===== config.mk =====
export PLATFORM = sky130hd
export DESIGN_NAME = radix_integer_to_ascii_unit
export DESIGN_NICKNAME = d
export VERILOG_FILES = /design/src/rtl/ritoa_pkg.sv /design/src/rtl/radix_integer_to_ascii_unit.sv /design/src/rtl/ritoa_front.sv /design/src/rtl/ritoa_div.sv /design/src/rtl/ritoa_back.sv
export SDC_FILE = /design/constraint.sdc
export NUM_CORES = 1
export LEC_CHECK = 0
export BUFFER_PORTS_ARGS = -buffer_cell sky130_fd_sc_hd__buf_2
export CAP_MARGIN = 0
export CORE_MARGIN = 2
export CORE_UTILIZATION = 30
export DETAILED_ROUTE_END_ITERATION = 6
export SYNTH_ARGS = -nofsm -noshare
export SYNTH_HDL_FRONTEND = slang
export SYNTH_SLANG_ARGS = --single-unit

===== constraint.sdc =====
create_clock -name i_clk -period 18.6 [get_ports i_clk]
set_input_delay 0.93 -clock i_clk [delete_from_list [all_inputs] [get_ports i_clk]]
set_output_delay 0.93 -clock i_clk [all_outputs]
set_load 0.1 [all_outputs]

===== src/rtl/ritoa_pkg.sv =====
// Shared constants, types and helpers for the radix integer-to-ASCII unit.
`timescale 1ns / 1ps
package ritoa_pkg;

    localparam int VALUE_W    = 64;
    localparam int RADIX_W    = 6;
    localparam int DIGIT_W    = 6;
    localparam int CHAR_W     = 7;

    localparam int MAX_DIGITS  = 64;
    localparam int STORE_DEPTH = 64;
    localparam int STORE_AW    = $clog2(STORE_DEPTH);
    localparam int COUNT_W     = $clog2(MAX_DIGITS + 1);

    localparam int QUEUE_DEPTH = 2;
    localparam int QUEUE_AW    = $clog2(QUEUE_DEPTH);
    localparam int QUEUE_CW    = $clog2(QUEUE_DEPTH + 1);

    localparam int DIV_BITS_PER_STEP = 8;
    localparam int DIV_STEPS         = VALUE_W / DIV_BITS_PER_STEP;
    localparam int DIV_STEP_W        = $clog2(DIV_STEPS);

    localparam logic [RADIX_W-1:0] RADIX_MIN = RADIX_W'(2);
    localparam logic [RADIX_W-1:0] RADIX_MAX = RADIX_W'(36);

    localparam logic [DIGIT_W-1:0] DIGIT_NINE   = DIGIT_W'(9);
    localparam logic [CHAR_W-1:0]  CHAR_ZERO    = CHAR_W'(48);
    // 'A' minus ten, so digit ten lands on 'A'
    localparam logic [CHAR_W-1:0]  CHAR_LETTERS = CHAR_W'(55);

    typedef struct packed {
        logic [VALUE_W-1:0] value;
        logic [RADIX_W-1:0] radix;
    } t_job;

    typedef struct packed {
        logic               start;
        logic [VALUE_W-1:0] dividend;
        logic [RADIX_W-1:0] divisor;
    } t_div_req;

    typedef struct packed {
        logic               done;
        logic [VALUE_W-1:0] quot;
        logic [DIGIT_W-1:0] rem;
    } t_div_rsp;

    function automatic logic [CHAR_W-1:0] digit_to_char(input logic [DIGIT_W-1:0] d);
        logic [CHAR_W-1:0] d_ext;
        d_ext = CHAR_W'(d);
        if (d > DIGIT_NINE) begin
            return d_ext + CHAR_LETTERS;
        end
        return d_ext + CHAR_ZERO;
    endfunction

endpackage


===== src/rtl/radix_integer_to_ascii_unit.sv =====
// Top level of the radix integer-to-ASCII unit.
`timescale 1ns / 1ps
// Converts a 64-bit unsigned value into ASCII digits in a chosen base.
// Input channel: push/full queue. A transaction carries i_value and i_radix;
// the base is clamped to 2..36. A two-entry job queue sits behind the input,
// so up to two numbers can wait while another is converted.
// Result channel: empty/pop queue. Each transaction is one character on
// o_digit_char ('0'-'9', then 'A'-'Z'), most significant digit first; o_last
// marks the final character of a number. Zero yields the single character '0'.
// Timing: digits come from an iterative divider that retires eight quotient
// bits per cycle. Readout then streams one character per cycle while the
// receiver keeps popping, from the digit store through a two-entry output
// queue. Base 2 with a full 64 digits is the longest conversion.
// Only one number is converted at a time; the next begins once the current
// one's readout has been issued.
// Reset: synchronous, active low; clears both queues and the sequencer.
// When the receiver stalls, characters hold at the head of the output queue;
// readout pauses, and once the job queue fills, full rises and input stops.
module radix_integer_to_ascii_unit (
    input  logic                          i_clk,
    input  logic                          i_rst_n,
    input  logic                          push,
    output logic                          full,
    input  logic [ritoa_pkg::VALUE_W-1:0] i_value,
    input  logic [ritoa_pkg::RADIX_W-1:0] i_radix,
    output logic                          empty,
    input  logic                          pop,
    output logic [ritoa_pkg::CHAR_W-1:0]  o_digit_char,
    output logic                          o_last
);
    import ritoa_pkg::*;

    t_job     job;
    logic     job_valid;
    logic     job_pop;
    t_div_req div_req;
    t_div_rsp div_rsp;

    // accept, clamp the base and buffer jobs
    ritoa_front u_front (
        .i_clk       (i_clk),
        .i_rst_n     (i_rst_n),
        .push        (push),
        .full        (full),
        .i_value     (i_value),
        .i_radix     (i_radix),
        .o_job       (job),
        .o_job_valid (job_valid),
        .i_job_pop   (job_pop)
    );

    // iterative divider: one digit per invocation
    ritoa_div u_div (
        .i_clk   (i_clk),
        .i_rst_n (i_rst_n),
        .i_req   (div_req),
        .o_rsp   (div_rsp)
    );

    // sequence division, store digits, stream them out in reverse
    ritoa_back u_back (
        .i_clk        (i_clk),
        .i_rst_n      (i_rst_n),
        .i_job        (job),
        .i_job_valid  (job_valid),
        .o_job_pop    (job_pop),
        .o_div_req    (div_req),
        .i_div_rsp    (div_rsp),
        .empty        (empty),
        .pop          (pop),
        .o_digit_char (o_digit_char),
        .o_last       (o_last)
    );

endmodule


===== src/rtl/ritoa_front.sv =====
// Front end: input acceptance, radix saturation and the job queue.
`timescale 1ns / 1ps
module ritoa_front (
    input  logic                    i_clk,
    input  logic                    i_rst_n,
    input  logic                    push,
    output logic                    full,
    input  logic [ritoa_pkg::VALUE_W-1:0] i_value,
    input  logic [ritoa_pkg::RADIX_W-1:0] i_radix,
    output ritoa_pkg::t_job         o_job,
    output logic                    o_job_valid,
    input  logic                    i_job_pop
);
    import ritoa_pkg::*;

    t_job                r_q [QUEUE_DEPTH];
    logic [QUEUE_AW-1:0] r_wp;
    logic [QUEUE_AW-1:0] r_rp;
    logic [QUEUE_CW-1:0] r_cnt;

    logic         push_fire;
    logic         pop_fire;
    t_job         job_in;
    logic [RADIX_W-1:0] radix_sat;

    // clamp the base into the supported range
    always_comb begin
        if (i_radix < RADIX_MIN) begin
            radix_sat = RADIX_MIN;
        end else if (i_radix > RADIX_MAX) begin
            radix_sat = RADIX_MAX;
        end else begin
            radix_sat = i_radix;
        end
        job_in.value = i_value;
        job_in.radix = radix_sat;
    end

    assign full        = (r_cnt == QUEUE_CW'(QUEUE_DEPTH));
    assign push_fire   = push && !full;
    assign o_job_valid = (r_cnt != '0);
    assign pop_fire    = i_job_pop && o_job_valid;
    assign o_job       = r_q[r_rp];

    always_ff @(posedge i_clk) begin
        if (push_fire) begin
            r_q[r_wp] <= job_in;
        end
    end

    always_ff @(posedge i_clk) begin
        if (!i_rst_n) begin
            r_wp  <= '0;
            r_rp  <= '0;
            r_cnt <= '0;
        end else begin
            if (push_fire) begin
                r_wp <= r_wp + 1'b1;
            end
            if (pop_fire) begin
                r_rp <= r_rp + 1'b1;
            end
            case ({push_fire, pop_fire})
                2'b10:   r_cnt <= r_cnt + 1'b1;
                2'b01:   r_cnt <= r_cnt - 1'b1;
                default: r_cnt <= r_cnt;
            endcase
        end
    end

endmodule


===== src/rtl/ritoa_div.sv =====
// Iterative divider: 64-bit dividend by a small base, eight quotient bits a cycle.
`timescale 1ns / 1ps
module ritoa_div (
    input  logic                i_clk,
    input  logic                i_rst_n,
    input  ritoa_pkg::t_div_req i_req,
    output ritoa_pkg::t_div_rsp o_rsp
);
    import ritoa_pkg::*;

    logic                  r_busy;
    logic                  r_done;
    logic [DIV_STEP_W-1:0] r_step;
    logic [VALUE_W-1:0]    r_quot;
    logic [DIGIT_W-1:0]    r_rem;
    logic [RADIX_W-1:0]    r_div;

    logic [VALUE_W-1:0]    n_quot;
    logic [DIGIT_W-1:0]    n_rem;

    // restoring division over one chunk of dividend bits
    always_comb begin
        logic [DIGIT_W:0] rem_ext;
        logic             ge;
        n_quot = r_quot;
        n_rem  = r_rem;
        for (int i = 0; i < DIV_BITS_PER_STEP; i++) begin
            rem_ext = {n_rem, n_quot[VALUE_W-1]};
            ge      = (rem_ext >= {1'b0, r_div});
            if (ge) begin
                rem_ext = rem_ext - {1'b0, r_div};
            end
            n_rem  = rem_ext[DIGIT_W-1:0];
            n_quot = {n_quot[VALUE_W-2:0], ge};
        end
    end

    always_ff @(posedge i_clk) begin
        if (i_req.start) begin
            r_quot <= i_req.dividend;
            r_rem  <= '0;
            r_div  <= i_req.divisor;
        end else if (r_busy) begin
            r_quot <= n_quot;
            r_rem  <= n_rem;
        end
    end

    always_ff @(posedge i_clk) begin
        if (!i_rst_n) begin
            r_busy <= 1'b0;
            r_done <= 1'b0;
            r_step <= '0;
        end else begin
            r_done <= !i_req.start && r_busy
                   && (r_step == DIV_STEP_W'(DIV_STEPS - 1));
            if (i_req.start) begin
                r_busy <= 1'b1;
                r_step <= '0;
            end else if (r_busy) begin
                r_step <= r_step + 1'b1;
                if (r_step == DIV_STEP_W'(DIV_STEPS - 1)) begin
                    r_busy <= 1'b0;
                end
            end
        end
    end

    assign o_rsp.done = r_done;
    assign o_rsp.quot = r_quot;
    assign o_rsp.rem  = r_rem;

endmodule


===== src/rtl/ritoa_back.sv =====
// Back end: digit generation sequencer, digit store and character output queue.
`timescale 1ns / 1ps
module ritoa_back (
    input  logic                i_clk,
    input  logic                i_rst_n,
    input  ritoa_pkg::t_job     i_job,
    input  logic                i_job_valid,
    output logic                o_job_pop,
    output ritoa_pkg::t_div_req o_div_req,
    input  ritoa_pkg::t_div_rsp i_div_rsp,
    output logic                empty,
    input  logic                pop,
    output logic [ritoa_pkg::CHAR_W-1:0] o_digit_char,
    output logic                o_last
);
    import ritoa_pkg::*;

    typedef enum logic [1:0] {
        S_IDLE,
        S_DIV,
        S_EMIT
    } t_state;

    localparam int OUTQ_DEPTH = 2;
    localparam int OUTQ_AW    = $clog2(OUTQ_DEPTH);
    localparam int OUTQ_CW    = $clog2(OUTQ_DEPTH + 2);

    t_state              r_state;
    t_div_req            r_div_req;
    logic [COUNT_W-1:0]  r_count;
    logic [STORE_AW-1:0] r_rd_idx;

    logic [DIGIT_W-1:0]  r_store [STORE_DEPTH];
    logic [DIGIT_W-1:0]  r_rd_digit;
    logic                r_rd_last;
    logic                r_inflight;

    logic [CHAR_W-1:0]   r_oq_char [OUTQ_DEPTH];
    logic                r_oq_last [OUTQ_DEPTH];
    logic [OUTQ_AW-1:0]  r_oq_wp;
    logic [OUTQ_AW-1:0]  r_oq_rp;
    logic [OUTQ_CW-1:0]  r_oq_cnt;

    logic               job_take;
    logic               digit_we;
    logic               more;
    logic [COUNT_W-1:0] count_inc;
    logic               pop_fire;
    logic [OUTQ_CW-1:0] occupancy;
    logic               rd_en;

    assign job_take  = (r_state == S_IDLE) && i_job_valid;
    assign o_job_pop = job_take;
    assign digit_we  = (r_state == S_DIV) && i_div_rsp.done;
    assign count_inc = r_count + 1'b1;
    assign more      = (i_div_rsp.quot != '0) && (count_inc < COUNT_W'(MAX_DIGITS));
    assign pop_fire  = pop && (r_oq_cnt != '0);
    // entries held plus the one still coming out of the store
    assign occupancy = r_oq_cnt + OUTQ_CW'(r_inflight);
    assign rd_en     = (r_state == S_EMIT)
                    && ((occupancy < OUTQ_CW'(OUTQ_DEPTH))
                     || ((occupancy == OUTQ_CW'(OUTQ_DEPTH)) && pop_fire));
    assign o_div_req = r_div_req;

    always_ff @(posedge i_clk) begin
        if (!i_rst_n) begin
            r_state   <= S_IDLE;
            r_div_req <= '0;
            r_count   <= '0;
            r_rd_idx  <= '0;
        end else begin
            // kick the divider for a new job or for the next digit
            r_div_req.start <= job_take || (digit_we && more);
            unique case (r_state)
                S_IDLE: begin
                    if (job_take) begin
                        r_div_req.dividend <= i_job.value;
                        r_div_req.divisor  <= i_job.radix;
                        r_count            <= '0;
                        r_state            <= S_DIV;
                    end
                end
                S_DIV: begin
                    if (i_div_rsp.done) begin
                        r_count <= count_inc;
                        if (more) begin
                            r_div_req.dividend <= i_div_rsp.quot;
                        end else begin
                            // most significant digit sits at the slot just written
                            r_rd_idx <= r_count[STORE_AW-1:0];
                            r_state  <= S_EMIT;
                        end
                    end
                end
                S_EMIT: begin
                    if (rd_en) begin
                        r_rd_idx <= r_rd_idx - 1'b1;
                        if (r_rd_idx == '0) begin
                            r_state <= S_IDLE;
                        end
                    end
                end
                default: r_state <= S_IDLE;
            endcase
        end
    end

    // digit store: one write port, one registered read port
    always_ff @(posedge i_clk) begin
        if (digit_we) begin
            r_store[r_count[STORE_AW-1:0]] <= i_div_rsp.rem;
        end
        if (rd_en) begin
            r_rd_digit <= r_store[r_rd_idx];
            r_rd_last  <= (r_rd_idx == '0);
        end
    end

    always_ff @(posedge i_clk) begin
        if (r_inflight) begin
            r_oq_char[r_oq_wp] <= digit_to_char(r_rd_digit);
            r_oq_last[r_oq_wp] <= r_rd_last;
        end
    end

    always_ff @(posedge i_clk) begin
        if (!i_rst_n) begin
            r_inflight <= 1'b0;
            r_oq_wp    <= '0;
            r_oq_rp    <= '0;
            r_oq_cnt   <= '0;
        end else begin
            r_inflight <= rd_en;
            if (r_inflight) begin
                r_oq_wp <= r_oq_wp + 1'b1;
            end
            if (pop_fire) begin
                r_oq_rp <= r_oq_rp + 1'b1;
            end
            case ({r_inflight, pop_fire})
                2'b10:   r_oq_cnt <= r_oq_cnt + 1'b1;
                2'b01:   r_oq_cnt <= r_oq_cnt - 1'b1;
                default: r_oq_cnt <= r_oq_cnt;
            endcase
        end
    end

    assign empty        = (r_oq_cnt == '0);
    assign o_digit_char = r_oq_char[r_oq_rp];
    assign o_last       = r_oq_last[r_oq_rp];

`ifndef SYNTHESIS
    a_oq_no_overflow: assert property (@(posedge i_clk) disable iff (!i_rst_n)
        r_inflight |-> ((r_oq_cnt < OUTQ_CW'(OUTQ_DEPTH)) || pop_fire))
        else $error("character queue written while full");

    a_oq_bound: assert property (@(posedge i_clk) disable iff (!i_rst_n)
        r_oq_cnt <= OUTQ_CW'(OUTQ_DEPTH))
        else $error("character queue count out of range");

    a_done_in_div: assert property (@(posedge i_clk) disable iff (!i_rst_n)
        i_div_rsp.done |-> (r_state == S_DIV))
        else $error("divider finished outside digit generation");

    a_last_ends_emit: assert property (@(posedge i_clk) disable iff (!i_rst_n)
        (rd_en && (r_rd_idx == '0)) |=> (r_state == S_IDLE) && r_inflight && r_rd_last)
        else $error("final character read did not end the readout");
`endif

endmodule

==> results of run 1 <==
## placed cells by master, fill, tap and decap left out, types with 16 or more instances in the layout
| cell type | Yosys | routed |
|---|---|---|
| a21oi_1 | 42 | 41 |
| and2_1 | 22 | 22 |
| buf_2 | 1 | 82 |
| buf_4 | 0 | 38 |
| clkbuf_1 | 90 | 18 |
| clkbuf_16 | 0 | 76 |
| dfxtp_1 | 108 | 97 |
| edfxtp_1 | 617 | 617 |
| ha_1 | 60 | 60 |
| inv_1 | 55 | 54 |
| mux2_2 | 76 | 76 |
| mux2i_1 | 97 | 96 |
| mux4_2 | 114 | 114 |
| nand2_1 | 111 | 110 |
| nand2b_1 | 17 | 17 |
| nand3_1 | 16 | 16 |
| nor2_1 | 117 | 116 |
| nor4_1 | 20 | 19 |
| o211a_1 | 72 | 72 |
| o211ai_1 | 63 | 63 |
| o21a_1 | 18 | 17 |
| o21ai_0 | 50 | 48 |
| xnor2_1 | 25 | 25 |
## synth_stat cells (18+ instances only)
library cell and instances:
dfxtp_1 108, and2_1 22, buf_1 20, ha_1 60, o211ai_1 63, nand2_1 111, inv_1 55, clkbuf_1 90
a21oi_1 42, edfxtp_1 617, o211a_1 72, o21ai_0 50, o21a_1 18, mux2_2 76, mux4_2 114, mux2i_1 97
nor2_1 117, nor4_1 20, xnor2_1 25
## area by class of cell
type                       instances  area share
multi-input combinational       1141       0.289
timing repair buffer             120      0.0193
tap                             1391      0.0482
clock inverter                    36     0.00787
sequential                       725       0.574
clock buffer                      96      0.0554
inverter                          56     0.00593
## kinds of logic after synthesis
logic type      synth area share
flops                      0.653
simple gates              0.0587
compound gates            0.0886
mux                        0.140
buf+inv                   0.0205
fa+ha+maj                 0.0291
xor+xnor                  0.0102
## per-layer routing
layer / track usage / vias up / wire length [um]
li1: - / 8202 / -
met1: 0.184 / 9202 / 32900
met2: 0.227 / 546 / 36500
met3: 0.0327 / 102 / 4760
met4: 0.0384 / 0 / 1690
met5: 0 / - / 0
## state kept, by name, summed over array words and instances, names as in the netlist, 3 cells and up, named ones only
name and flops:
u_div.r_div 6, u_front.r_q 140, u_back.o_div_req 71, u_back.r_count 7, u_back.r_store 384, u_back.r_rd_idx 6, u_div.r_step 3, u_back.r_oq_char 14
u_div.r_quot 64, u_back.r_rd_digit 6, u_div.r_rem 6
## through the flow
stage	setup slack, ns	TNS (ns)	utilization	std cells	instance area (sq um)
final	1.22	0	0.344	3565	36100
after global routing	-0.0105	-0.0105	0.344	3565	36100
after CTS	0.595	0	0.343	3557	36000
after detailed placement	0.662	0	0.321	3425	33700
after global placement	1.23	0	0.321	3425	33700
after floorplan	2.20	0	-	2034	31700
## what timing repair did
item	4_1_cts	5_1_grt
endpoints found under the setup margin	0	7
hold endpoints to repair	0	0
buffers inserted	0	7
hold buffers	0	0
gates resized for setup	0	9
## final timing paths
path	from	cells after the start	to	slack [ns]
setup / recovery	u_div.r_div[2]$_DFFE_PP_	72	u_div.r_rem[0]$_SDFFE_PP0P_	1.22
hold reg to reg	u_back.o_div_req[5]$_SDFFE_PN0P_	0	u_div.r_div[5]$_DFFE_PP_	0.43
setup reg to reg	u_div.r_div[2]$_DFFE_PP_	72	u_div.r_rem[0]$_SDFFE_PP0P_	1.22
hold / removal	u_back.o_div_req[5]$_SDFFE_PN0P_	0	u_div.r_div[5]$_DFFE_PP_	0.43
==> impl_metrics.env, run 1 <==
export IMPL_area_growth_synth_to_final_pct=13.9
export IMPL_die_w_um=329
export IMPL_holdWs_ns=0.434
export IMPL_ant_nets=0
export IMPL_tightestPinTransition_ns=1.10
export IMPL_fin_nets=2260
export IMPL_syn_area_sq_mm=0.0317
export IMPL_portBuffers=83
export IMPL_cts_sinks=725
export IMPL_slew_headroom=0.260
export IMPL_synth_edff_count=617
export IMPL_status="finished clean"
export IMPL_synth_top_flop_cell="edfxtp_1"
export IMPL_finalCriticalPeriod_ns=17.38
export IMPL_vias=18100
export IMPL_worstPathArrival_ns=17.90
export IMPL_overflow=0
export IMPL_cp_common_cell="ha_1"
export IMPL_grt_max_degree=81
export IMPL_synth_warnings=0
export IMPL_critPathLaunchType="register"
export IMPL_cts_buffer_depth=3
export IMPL_syn_nets=2176
export IMPL_drcViolationCount=0
export IMPL_crit_fanout=11
export IMPL_die_area_sq_mm=0.108
export IMPL_hold_viol=0
export IMPL_clock_skew_ns=0.0305
export IMPL_register_area_sq_mm=0.0207
export IMPL_n_fill_cell=10000
export IMPL_core_sq_mm=0.105
export IMPL_start_util=0.302
export IMPL_setup_viol_count_final=0
export IMPL_ioPinCount=84
export IMPL_grt_util_all_layers=0.139
export IMPL_antenna_found_initial=0
export IMPL_slew_violations=0
export IMPL_antennaDiodeCount=0
export IMPL_die_h_um=329
export IMPL_grt_pass1_vias=18600
export IMPL_post_drt_via_cell_ratio=5.06
export IMPL_ys_seq_area_frac=0.653
export IMPL_post_drt_wl_per_cell_um=21.3
export IMPL_max_stage_delay_ns=0.62
export IMPL_synth_top_area_frac=0.585
export IMPL_crit_path_top_delay_cell="or4b_2"
export IMPL_holdCritPathClass="register to register"
export IMPL_ys_seq_elements=725
export IMPL_timing_fmax_mhz=57.5
export IMPL_drv_cap=0
export IMPL_cp_top_family="compound AO/OA/AOI/OAI gates"
export IMPL_drt_iter0_drc=1746
export IMPL_worst_setup_path_type="register to register"
export IMPL_ys_types=85
export IMPL_synth_top_area_cell="edfxtp_1"
export IMPL_htree_levels=3
export IMPL_postSynthAreaPerCell_sq_um=15.6
export IMPL_gp_congestion=0.846
export IMPL_synth_area_top_cells="edfxtp_1 58%, mux4_2 8.1%, dfxtp_1 6.8%"
export IMPL_drive_gt1_frac=0.216
export IMPL_fin_crit_sh=0.934
export IMPL_clk_latency_ns=0.64
export IMPL_async_reset_ff_frac=0
export IMPL_multiInputGateArea_sq_mm=0.0104
export IMPL_first_pass_iters=5
export IMPL_path_buf_inv=6
export IMPL_row_count=119
export IMPL_root_buffer="clkbuf_16"
export IMPL_syn_inst=2034
export IMPL_clk_pin_slew_ns=0.06
export IMPL_required_ns=19.12
export IMPL_hpwl_um=50000
export IMPL_cts_tree="yes"
export IMPL_worst_setup_path_end_kind="register"
export IMPL_totalWireLength_um=75800
export IMPL_grt_pass1_wl_um=115000
export IMPL_cts_buffers=74
Power of run 1 is not shown: default switching activity piles up to over one toggle a cycle in this logic, so the estimate is an artifact.
==> inputs of run 2 (changes only) <==
clock period = 18.05 ns   (was 18.6 ns; I/O delays follow)
==> run 2 against run 1 <==
Effect of this change:
- global-route usage about the same
- clock skew decreased by 0.0044 ns
- critical path depth decreased by 2
- fmax increased by 2.9%
- count of clock-buffer cells in the layout increased by 7
- cell area increased by 0.19%
- hold slack improved by 0.029 ns
- via count decreased by 0.68%
- register-to-register slack got worse by 0.06 ns
- sequential cell count unchanged
- routed wire length decreased by 0.21%
- non-clock buffer count decreased by 7
==> impl_metrics.env, run 2 (synthesis results as in run 1) <==
export IMPL_worst_setup_path_end_kind="register"
export IMPL_area_growth_synth_to_final_pct=14.1
export IMPL_die_h_um=329
export IMPL_clock_skew_ns=0.0260
export IMPL_worstPathArrival_ns=17.39
export IMPL_cts_buffers=75
export IMPL_post_drt_via_cell_ratio=5.03
export IMPL_cts_resized=0
export IMPL_drt_iter0_drc=1589
export IMPL_core_sq_mm=0.105
export IMPL_first_pass_iters=5
export IMPL_drv_cap=0
export IMPL_cts_buffer_depth=3
export IMPL_required_ns=18.55
export IMPL_antennaDiodeCount=0
export IMPL_clk_pin_slew_ns=0.06
export IMPL_start_util=0.302
export IMPL_crit_path_top_delay_cell="or4b_2"
export IMPL_hold_viol=0
export IMPL_vias=17900
export IMPL_hp_start="u_back.o_div_req[1]$_SDFFE_PN0P_"
export IMPL_ctsHoldBuffers=0
export IMPL_overflow=0
export IMPL_dpl_worst_slack_ns=0.451
export IMPL_fin_nets=2254
export IMPL_post_cts_buffers=0
export IMPL_ant_nets=0
export IMPL_gp_congestion=0.839
export IMPL_clk_latency_ns=0.62
export IMPL_place_inst=3425
export IMPL_htree_levels=3
export IMPL_ioPinCount=84
export IMPL_mostFrequentLayoutCell="edfxtp_1"
export IMPL_finalCriticalPeriod_ns=16.89
export IMPL_grt_pass1_vias=18500
export IMPL_min_to="u_div.r_div[1]$_DFFE_PP_"
export IMPL_tightestPinTransition_ns=1.16
export IMPL_slew_headroom=0.227
export IMPL_fin_cells=3564
export IMPL_timing_fmax_mhz=59.2
export IMPL_slew_violations=0
export IMPL_largest_reg_flops=384
export IMPL_max_stage_delay_ns=0.62
export IMPL_rr_worst_depth=70
export IMPL_r2r_start="u_div.r_div[2]$_DFFE_PP_"
export IMPL_final_cell_mix="617 x edfxtp_1, 116 x nor2_1, 114 x mux4_2"
export IMPL_postPlaceCellArea_sq_mm=0.0337
export IMPL_status="finished clean"
export IMPL_cp_common_cell="ha_1"
export IMPL_holdWs_ns=0.463
export IMPL_worst_setup_path_type="register to register"
export IMPL_reg2reg_to="u_div.r_rem[0]$_SDFFE_PP0P_"
export IMPL_antenna_found_initial=1
export IMPL_row_count=119
export IMPL_setup_viol_count_final=0
export IMPL_cts_sinks=725
export IMPL_crit_fanout=11
export IMPL_grt_pass1_wl_um=116000
export IMPL_portBuffers=83
export IMPL_post_drt_wl_per_cell_um=21.2
export IMPL_drive_gt1_frac=0.216
export IMPL_path_buf_inv=5
export IMPL_critPathLaunch="u_div.r_div[2]$_DFFE_PP_"
export IMPL_holdCritPathClass="register to register"
export IMPL_critPathLaunchType="register"
export IMPL_die_area_sq_mm=0.108
export IMPL_hpwl_um=50100
export IMPL_grt_util_all_layers=0.139
export IMPL_hold_depth=0
export IMPL_n_fill_cell=9946
export IMPL_cp_top_family="compound AO/OA/AOI/OAI gates"
export IMPL_r2r_slack_ns=1.16
export IMPL_drcViolationCount=0
export IMPL_fin_crit_sh=0.936
export IMPL_design_area_sq_mm=0.0361
export IMPL_totalWireLength_um=75700
export IMPL_cts_tree="yes"
export IMPL_root_buffer="clkbuf_16"
export IMPL_setup_slack_ns=1.16
export IMPL_die_w_um=329
export IMPL_grt_max_degree=86
-- run 2: worst max path at each step --
stage / slack [ns] / endpoint / cells past startpoint
2_1_floorplan: 1.65 / u_div.r_quot[0]$_DFFE_PP_ / 72
3_3_place_gp: 0.95 / u_div.r_quot[0]$_DFFE_PP_ / 70
3_5_place_dp: 0.45 / u_div.r_quot[0]$_DFFE_PP_ / 70
4_1_cts: 0.38 / u_div.r_rem[0]$_SDFFE_PP0P_ / 70
5_1_grt: -0.008 / u_div.r_quot[0]$_DFFE_PP_ / 71
6_report: 1.16 / u_div.r_rem[0]$_SDFFE_PP0P_ / 70
-- run 2: worst register-to-register path, delay by kind of cell, from the launching register on --
| kind | cells | cell delay [ns] |
|---|---|---|
| flops | 1 | 0.36 |
| compound gates | 37 | 8.36 |
| mux | 6 | 1.93 |
| fa+ha+maj | 8 | 2.25 |
| simple gates | 14 | 3.57 |
| buf+inv | 5 | 0.32 |
-- run 2: layer usage --
layer	share of wire	GRT usage	routed length [um]
met1	0.44	0.189	33600
met2	0.48	0.228	36300
met3	0.052	0.0256	3940
met4	0.024	0.0387	1810
met5	0.00016	0	12
-- run 2: area by class of cell --
| type | count | area, sq um | area share |
|---|---|---|---|
| clock inverters | 35 | 302 | 0.00834 |
| inverters | 56 | 210 | 0.00582 |
| well taps | 1391 | 1740 | 0.0481 |
| clock buffers | 103 | 2080 | 0.0577 |
| multi-input cells | 1141 | 10500 | 0.289 |
| flip-flops and latches | 725 | 20700 | 0.573 |
| repair buffers | 113 | 643 | 0.0178 |
-- run 2: stage by stage --
stage	TNS [ns]	utilization
after floorplan	0	-
after global placement	0	0.321
after detailed placement	0	0.321
after CTS	0	0.344
after global routing	-0.0135	0.344
final	0	0.344
Power of run 2 is left out for the same reason.
